$ cat src/hw/rtl/onset_tempo_tracker_assert.svh
// Assertion macros for the onset tempo tracker.
// Used by the controller and datapath modules; no other dependencies.
`ifndef ONSET_TEMPO_TRACKER_ASSERT_SVH
`define ONSET_TEMPO_TRACKER_ASSERT_SVH
`ifndef NO_ASSERTIONS
// Checked only outside reset
`define OTT_ASSERT(lbl, prop, msg) \
    lbl: assert property (@(posedge clk) disable iff (!rst_n) prop) else $error(msg);
// Checked at every edge, reset included
`define OTT_ASSERT_ALWAYS(lbl, prop, msg) \
    lbl: assert property (@(posedge clk) prop) else $error(msg);
`else
`define OTT_ASSERT(lbl, prop, msg)
`define OTT_ASSERT_ALWAYS(lbl, prop, msg)
`endif
`endif

$ cat src/hw/rtl/ott_pkg.sv
// Shared types and constants of the onset tempo tracker.
// No dependencies; imported by every RTL module.
package ott_pkg;

    localparam int unsigned DATA_W         = 32;
    localparam int unsigned TEMPO_W        = 16;
    localparam int unsigned MIN_ONSET_FILL = 5;
    localparam int unsigned APB_ADDR_W     = 5;
    localparam int unsigned BPM_PROD_W     = 40;

    localparam logic [TEMPO_W-1:0]    TEMPO_RESET   = 16'h7800;
    localparam logic [BPM_PROD_W-1:0] BPM_NUMERATOR = 40'd30000;
    // 30000 in Q8.8
    localparam logic [DATA_W-1:0]     BPM_DIVIDEND  = 32'd7680000;

    // Register indexes (byte address / 4)
    localparam logic [2:0] REG_ONSET_THRESHOLD  = 3'd0;
    localparam logic [2:0] REG_MIN_BEAT_GAP     = 3'd1;
    localparam logic [2:0] REG_BEATS_PER_UPDATE = 3'd2;
    localparam logic [2:0] REG_MIN_BPM          = 3'd3;
    localparam logic [2:0] REG_MAX_BPM          = 3'd4;

    typedef struct packed {
        logic [31:0] onset_threshold;
        logic [15:0] min_beat_gap_ms;
        logic [3:0]  beats_per_update;
        logic [7:0]  min_bpm;
        logic [7:0]  max_bpm;
    } cfg_t;

    // Datapath operation, one per controller state
    typedef enum logic [4:0] {
        OP_IDLE,
        OP_WIN_UPD,
        OP_THR_MUL,
        OP_THR_CMP,
        OP_BEAT,
        OP_IV_FIRST,
        OP_IV_PRV,
        OP_IV_RD,
        OP_IV_SUB,
        OP_IV_MUL,
        OP_IV_CHK,
        OP_DIV,
        OP_INS_RD,
        OP_INS_CMP,
        OP_IV_NEXT,
        OP_MED_RD,
        OP_MED_LO,
        OP_MED_CALC,
        OP_HIST_RD,
        OP_HIST_ACC,
        OP_AVG_GO,
        OP_AVG_DIV,
        OP_OUT
    } op_t;

    typedef struct packed {
        op_t  op;
        logic in_take;
        logic out_load;
    } cmd_t;

    typedef struct packed {
        logic beat_det;
        logic est_due;
        logic bt_enough;
        logic iv_ok;
        logic iv_more;
        logic j_zero;
        logic shift_go;
        logic n_zero;
        logic hist_more;
        logic div_done;
    } sts_t;

endpackage

$ cat src/hw/rtl/ott_ctrl.sv
// Sequencing state machine of the onset tempo tracker.
// Depends on ott_pkg and onset_tempo_tracker_assert.svh; drives ott_dp.
`include "onset_tempo_tracker_assert.svh"
module ott_ctrl
(
    input  logic          clk,
    input  logic          rst_n,
    input  logic          in_valid,
    output logic          in_stall,
    output logic          out_valid,
    input  logic          out_stall,
    output ott_pkg::cmd_t cmd,
    input  ott_pkg::sts_t sts
);
    import ott_pkg::*;

    typedef enum logic [22:0] {
        ST_IDLE     = 23'd1 << 0,
        ST_WIN_UPD  = 23'd1 << 1,
        ST_THR_MUL  = 23'd1 << 2,
        ST_THR_CMP  = 23'd1 << 3,
        ST_BEAT     = 23'd1 << 4,
        ST_IV_FIRST = 23'd1 << 5,
        ST_IV_PRV   = 23'd1 << 6,
        ST_IV_RD    = 23'd1 << 7,
        ST_IV_SUB   = 23'd1 << 8,
        ST_IV_MUL   = 23'd1 << 9,
        ST_IV_CHK   = 23'd1 << 10,
        ST_DIV      = 23'd1 << 11,
        ST_INS_RD   = 23'd1 << 12,
        ST_INS_CMP  = 23'd1 << 13,
        ST_IV_NEXT  = 23'd1 << 14,
        ST_MED_RD   = 23'd1 << 15,
        ST_MED_LO   = 23'd1 << 16,
        ST_MED_CALC = 23'd1 << 17,
        ST_HIST_RD  = 23'd1 << 18,
        ST_HIST_ACC = 23'd1 << 19,
        ST_AVG_GO   = 23'd1 << 20,
        ST_AVG_DIV  = 23'd1 << 21,
        ST_OUT      = 23'd1 << 22
    } state_t;

    state_t state_reg, state_next;
    logic   out_valid_reg, out_valid_next;
    logic   accept;
    logic   out_free;
    op_t    op;

    assign in_stall  = (state_reg != ST_IDLE);
    assign accept    = in_valid && !in_stall;
    assign out_free  = !out_valid_reg || !out_stall;
    assign out_valid = out_valid_reg;

    // Next state
    always_comb
    begin
        state_next = state_reg;
        unique case (state_reg)
            ST_IDLE:     if (accept) state_next = ST_WIN_UPD;
            ST_WIN_UPD:  state_next = ST_THR_MUL;
            ST_THR_MUL:  state_next = ST_THR_CMP;
            ST_THR_CMP:  state_next = sts.beat_det ? ST_BEAT : ST_OUT;
            ST_BEAT:     state_next = (sts.est_due && sts.bt_enough) ? ST_IV_FIRST : ST_OUT;
            ST_IV_FIRST: state_next = ST_IV_PRV;
            ST_IV_PRV:   state_next = ST_IV_SUB;
            ST_IV_RD:    state_next = ST_IV_SUB;
            ST_IV_SUB:   state_next = ST_IV_MUL;
            ST_IV_MUL:   state_next = ST_IV_CHK;
            ST_IV_CHK:   state_next = sts.iv_ok ? ST_DIV : ST_IV_NEXT;
            ST_DIV:      if (sts.div_done) state_next = ST_INS_RD;
            ST_INS_RD:   state_next = sts.j_zero ? ST_IV_NEXT : ST_INS_CMP;
            ST_INS_CMP:  state_next = sts.shift_go ? ST_INS_RD : ST_IV_NEXT;
            ST_IV_NEXT:  state_next = sts.iv_more ? ST_IV_RD : ST_MED_RD;
            ST_MED_RD:   state_next = sts.n_zero ? ST_OUT : ST_MED_LO;
            ST_MED_LO:   state_next = ST_MED_CALC;
            ST_MED_CALC: state_next = ST_HIST_RD;
            ST_HIST_RD:  state_next = ST_HIST_ACC;
            ST_HIST_ACC: state_next = sts.hist_more ? ST_HIST_RD : ST_AVG_GO;
            ST_AVG_GO:   state_next = ST_AVG_DIV;
            ST_AVG_DIV:  if (sts.div_done) state_next = ST_OUT;
            ST_OUT:      if (out_free) state_next = ST_IDLE;
            default:     state_next = ST_IDLE;
        endcase
    end

    // Operation for the datapath
    always_comb
    begin
        unique case (state_reg)
            ST_IDLE:     op = OP_IDLE;
            ST_WIN_UPD:  op = OP_WIN_UPD;
            ST_THR_MUL:  op = OP_THR_MUL;
            ST_THR_CMP:  op = OP_THR_CMP;
            ST_BEAT:     op = OP_BEAT;
            ST_IV_FIRST: op = OP_IV_FIRST;
            ST_IV_PRV:   op = OP_IV_PRV;
            ST_IV_RD:    op = OP_IV_RD;
            ST_IV_SUB:   op = OP_IV_SUB;
            ST_IV_MUL:   op = OP_IV_MUL;
            ST_IV_CHK:   op = OP_IV_CHK;
            ST_DIV:      op = OP_DIV;
            ST_INS_RD:   op = OP_INS_RD;
            ST_INS_CMP:  op = OP_INS_CMP;
            ST_IV_NEXT:  op = OP_IV_NEXT;
            ST_MED_RD:   op = OP_MED_RD;
            ST_MED_LO:   op = OP_MED_LO;
            ST_MED_CALC: op = OP_MED_CALC;
            ST_HIST_RD:  op = OP_HIST_RD;
            ST_HIST_ACC: op = OP_HIST_ACC;
            ST_AVG_GO:   op = OP_AVG_GO;
            ST_AVG_DIV:  op = OP_AVG_DIV;
            ST_OUT:      op = OP_OUT;
            default:     op = OP_IDLE;
        endcase
    end

    assign cmd.op       = op;
    assign cmd.in_take  = accept;
    assign cmd.out_load = (state_reg == ST_OUT) && out_free;

    // Output valid: set on load, cleared when taken
    always_comb
    begin
        out_valid_next = out_valid_reg;
        if (out_valid_reg && !out_stall)
            out_valid_next = 1'b0;
        if (cmd.out_load)
            out_valid_next = 1'b1;
    end

    always_ff @(posedge clk or negedge rst_n)
    begin
        if (!rst_n)
        begin
            state_reg     <= ST_IDLE;
            out_valid_reg <= 1'b0;
        end
        else
        begin
            state_reg     <= state_next;
            out_valid_reg <= out_valid_next;
        end
    end

    `OTT_ASSERT(a_accept_starts, accept |=> state_reg == ST_WIN_UPD, "accept did not start item")
    `OTT_ASSERT(a_div_to_insert, (state_reg == ST_DIV) && sts.div_done |=> state_reg == ST_INS_RD,
        "divider result not inserted")
    `OTT_ASSERT(a_out_loads, (state_reg == ST_OUT) && !out_valid_reg |=> out_valid_reg,
        "free output register not loaded")

endmodule

$ cat config.mk
export PLATFORM = sky130hd
export DESIGN_NAME = ott_ctrl
export DESIGN_NICKNAME = d
export VERILOG_FILES = /design/src/hw/rtl/ott_pkg.sv /design/src/hw/rtl/ott_ctrl.sv
export VERILOG_INCLUDE_DIRS = /design/src /design/src/hw/rtl
export SDC_FILE = /design/constraint.sdc
export NUM_CORES = 1
export LEC_CHECK = 0
export ABC_CLOCK_PERIOD_IN_PS = 4600
export BUFFER_PORTS_ARGS = -buffer_cell sky130_fd_sc_hd__buf_2
export CAP_MARGIN = 20
export CORE_MARGIN = 2
export CORE_UTILIZATION = 30
export DETAILED_ROUTE_END_ITERATION = 7
export PLACE_DENSITY = 0.48
export SETUP_SLACK_MARGIN = 0.02
export SYNTH_ARGS = -nofsm -noshare
export SYNTH_HDL_FRONTEND = slang
export SYNTH_SLANG_ARGS = --single-unit
export TNS_END_PERCENT = 30
$ cat constraint.sdc
create_clock -name clk -period 4.6 [get_ports clk]
set_input_delay 0.23 -clock clk [delete_from_list [all_inputs] [get_ports clk]]
set_output_delay 0.23 -clock clk [all_outputs]
set_load 0.01 [all_outputs]
# Yosys cells after proc, flatten, opt, wreduce, memory -nomap -nowiden
# Index checks and enable logic that the tools add are counted.
# totals
regBits	24
in_bits	14
output_inout_bits	9
word_cells	57
# classes
eq_ne	28
n_mux	16
n_reduce_logical	11
# ops
op	n
case mux 23 bit (22 select lines)	1
2-to-1 mux 23 bit	7
case mux 5 bit (22 select lines)	1
2-to-1 mux 15 bit	3
equality test 23 x 1 -> 1 bit, second input constant	1
equality test 23 x 10 -> 1 bit, second input constant	1
equality test 23 x 11 -> 1 bit, second input constant	1
equality test 23 x 12 -> 1 bit, second input constant	1
equality test 23 x 13 -> 1 bit, second input constant	1
equality test 23 x 14 -> 1 bit, second input constant	1
equality test 23 x 15 -> 1 bit, second input constant	1
equality test 23 x 16 -> 1 bit, second input constant	1
equality test 23 x 17 -> 1 bit, second input constant	1
equality test 23 x 18 -> 1 bit, second input constant	1
equality test 23 x 19 -> 1 bit, second input constant	1
equality test 23 x 2 -> 1 bit, second input constant	1
equality test 23 x 20 -> 1 bit, second input constant	1
equality test 23 x 21 -> 1 bit, second input constant	1
equality test 23 x 22 -> 1 bit, second input constant	1
equality test 23 bit, second input constant	1
equality test 23 x 3 -> 1 bit, second input constant	1
equality test 23 x 4 -> 1 bit, second input constant	1
equality test 23 x 5 -> 1 bit, second input constant	1
equality test 23 x 6 -> 1 bit, second input constant	1
other kinds (14)	23

# Logic depth before layout (Yosys ltp)
# logic_depth
ltp_word	5
mapped_depth	7
mapped_depth_nobuf	6

# Worst setup path after synthesis
# Ideal clock, no wire load.
# synth_timing
path_type	register to output
from	reg state_reg[5]
to	out cmd[2] (netlist bit)
arrival_ns	1.992
required_time_ns	4.370
setup_slack_ns	2.378
stages_incl_launch_ff	7
cell_sequence	dfrtp_1 or4_4 nor4_4 nand2_1 or3_1 o21bai_1 or4_1
# synth_lines
element	line_no	rtl
from (decl)	ott_ctrl.sv:43	state_t state_reg, state_next;
from (signal assigned)	ott_ctrl.sv:140	state_reg <= state_next;
to (decl)	ott_ctrl.sv:12	output ott_pkg::cmd_t cmd,

==> results.tsv <==
stage	metric	value	unit
floorplan	die_area	6224	um2
grt	grt_pass1_vias	1377	
clocking	cts_tree	done	
min_path	min_path_cells	2	
timing	finalClockSkew	0.004916	ns
setup_path	worstPathArrival	2.69	ns
synthesis	synth-compound-area-share	13.83	%
timing	finalCritPeriodShare	63.53	%
floorplan	die_h	78.90	um
route	routed_wl	4156	um
setup_path	crit_buf_inv	1	
floorplan	io_pins	23	
synthesis	synthesis.area	1683	um2
setup_path	r2r_cells	6	
grt	overflow	0	
synthesis	ys_seq_area_share	35.76	%
finish	instances_no_fill	275	
route	drc	0	
timing	worstMarginPinSlew	0.5688	ns
finish	fillers	596	
setup_path	r2r_end	state_reg[22]$_DFFE_PN0P_	
clocking	cts_max_level	1	
pwr	leakagePower	0.8906	nW
timing	drv_slew	0	
grt	grt_use_total	14.70	%
clocking	ctsHoldBuffers	1	
synthesis	syn_area_per_cell	9.048	um2
setup_path	r2r_slack	2.20	ns
synthesis	synth.area.mux_share	1.190	%
clocking	path_clk_slew	0.09	ns
route	wl_per_cell	15.11	um
clocking	cts_sinks	24	
timing	period_minus_slack	2.922	ns
setup_path	slowest_delay	0.65	ns
finish	drive_gt1_share	20.69	%
route	ant_nets	0	
synthesis	synth_edf_count	0	
setup_path	critPathTopFamily	simple AND/OR/NAND/NOR gates	
setup_path	crit_slowest_cell	or4_1	
route	drt_iter0_markers	81	
grt	grt_max_degree	25	
finish	largest_reg_flops	23	
run	drv_cap	0	
outcome	status	finished, final reports clean	
setup_path	cp-end-kind	output pin	
setup_path	crit_path_frequent_cell	or4_1	
clocking	cts-resized-gates	0	
clocking	cts.path.max_buffers	2	
timing	tns	0	ns
synthesis	synthSimpleGateAreaFrac	40.00	%
route	viasPerCell	5.215	
synthesis	synth_nets	200	
finish	antenna_cells	0	
min_path	whs_endpoint	state_reg[15]$_DFFE_PN0P_	
min_path	hp-class	input port to flip-flop	
floorplan	start_util	30.75	%
grt	antenna_found_initial	0	
min_path	hold_start	sts[5]	
synthesis	ys_dominant_reg_cell	dfrtp_1	
route	num_vias	1434	
floorplan	core.rowCount	27	
timing	relSlewSlack	62.08	%
clocking	ctsRootBufferMaster	clkbuf_8	
placement	gp_congestion	0.8400	
grt	grt_pass1_wl	7134	um
pwr	p_per_area	335.8	nW/um2
placement	place_inst	270	
placement	portBuffers	22	
synthesis	synthArstFlopShare	100.0	%
clocking	cts_made_buffers	3	
setup_path	path_cells	or4_1, nor4_4, nand2_1, or3_1, o21bai_1, or4_1, buf_2	
placement	hpwlAfterDp	3218	um
setup_path	worst_ep_required_time	4.37	ns
route	dr.pass1.iters	4	
finish	fin_nets	218	
timing	rsz0062_at_grt	false	
clocking	clk_latency	0.27	ns
clocking	cts_setup_buffers	0	
synthesis	synth_cell_type_count	53	
floorplan	coreArea	5473	um2
synthesis	synth_top_family_by_area	simple AND/OR/NAND/NOR gates	
timing	hold_violations	0	
pwr	ir_worst_vdd	104.4	uV
finish	area_delta_synth_final	11.97	%
synthesis	ys_warn_count	0	
pwr	finalPower	0.6328	mW
floorplan	die_w	78.90	um
setup_path	cp-start-kind	flip-flop	
synthesis	ys_ff_latch	24	
setup_path	crit_path_max_fanout	11	
setup_path	r2r-start	state_reg[13]$_DFFE_PN0P_	
timing	setup_viol	0	
setup_path	critPathKind	flip-flop to output pin	
timing	clock.fmax	0.3422	GHz
synthesis	synthAdderAreaFrac	0	%
synthesis	synthCells	186	
synthesis	synth-xor-area-share	4.684	%
per-stage QoR:
step                setup slack [ns]  utilization [%]  cell area (um2)  hold slack, ns
finish                         1.678            34.43             1884          0.1126
global placement               1.967            33.42             1829          0.2686
detailed placement             2.003            33.42             1829          0.2661
floorplan                      2.378                -             1683        -0.06559
global route                   1.505            34.43             1884          0.1160
CTS                            1.697            34.43             1884          0.1070
Yosys cell counts, drive strengths merged (4+ instances only):
master,number,area (um2)
nor3,6,35.03
nand3b,4,30.03
nand2,16,60.06
nor4,11,132.6
a21oi,5,36.29
o21ai,9,45.04
buf,4,31.27
or3,6,37.54
clkbuf,6,22.52
nor2,23,86.33
nand2b,4,25.02
xnor2,6,52.55
dfrtp,23,575.6
nand3,5,30.03
inv,6,22.52
or4,7,63.81
layout by cell type (no fill, tap or decap), drive strengths merged, types with 5 or more instances in the layout:
cell | synthesis | final
inv | 6 | 6
dfrtp | 23 | 23
nand3 | 5 | 5
or4 | 7 | 7
nor3 | 6 | 6
nor2 | 23 | 23
nor4 | 11 | 11
buf | 4 | 22
xnor2 | 6 | 6
nand2 | 16 | 16
o21ai | 9 | 9
or3 | 6 | 6
a21oi | 5 | 5
cells by family (layout without fill, tap and decap cells):
logic type,count (synthesis),count (layout)
compound gates,31,31
xor+xnor,9,9
buf+inv,16,33
flops,24,24
mux,2,2
simple gates,104,104
report_power, final:
part	leakage (nW)	total (mW)	switching, mW	internal, mW
sequential	0.331	0.251	0.0251	0.226
clock	0.0228	0.130	0.0682	0.0619
combinational	0.537	0.251	0.145	0.107
total	0.891	0.633	0.238	0.395
worst register-to-register path, delay by kind of cell, from the launching register on:
family,cells,cell delay (ns)
AO/OA/AOI/OAI,2,0.37
AND/OR/NAND/NOR,4,1.44
flip-flops,1,0.51
worst max-delay path by stage:
stage                                         start     end  slack (ns)  cells past startpoint
after CTS                 state_reg[13]$_DFFE_PN0P_  cmd[2]        1.70                      7
after global routing      state_reg[17]$_DFFE_PN0P_  cmd[2]        1.51                      7
after detailed placement  state_reg[13]$_DFFE_PN0P_  cmd[2]        2.00                      7
after floorplan            state_reg[5]$_DFFE_PN0P_  cmd[2]        2.38                      6
final                     state_reg[13]$_DFFE_PN0P_  cmd[2]        1.68                      7
after global placement    state_reg[13]$_DFFE_PN0P_  cmd[2]        1.97                      7
final cells by class:
cell class | instances | area (um2) | area share, %
flip-flops and latches | 24 | 601.8 | 31.94
well taps | 72 | 90.09 | 4.781
clock buffers | 4 | 45.04 | 2.390
multi-input cells | 146 | 1005 | 53.32
inverters | 6 | 22.52 | 1.195
repair buffers | 23 | 120.1 | 6.374
layer usage:
layer	GRT usage [%]	vias to the layer above	part of all wire, %
li1	-	724	-
met1	21.11	681	51
met2	23.25	25	45
met3	1.932	4	3.2
met4	4.138	0	0.94
met5	0	-	0
Note: power is estimated with default switching activity, not from simulation.
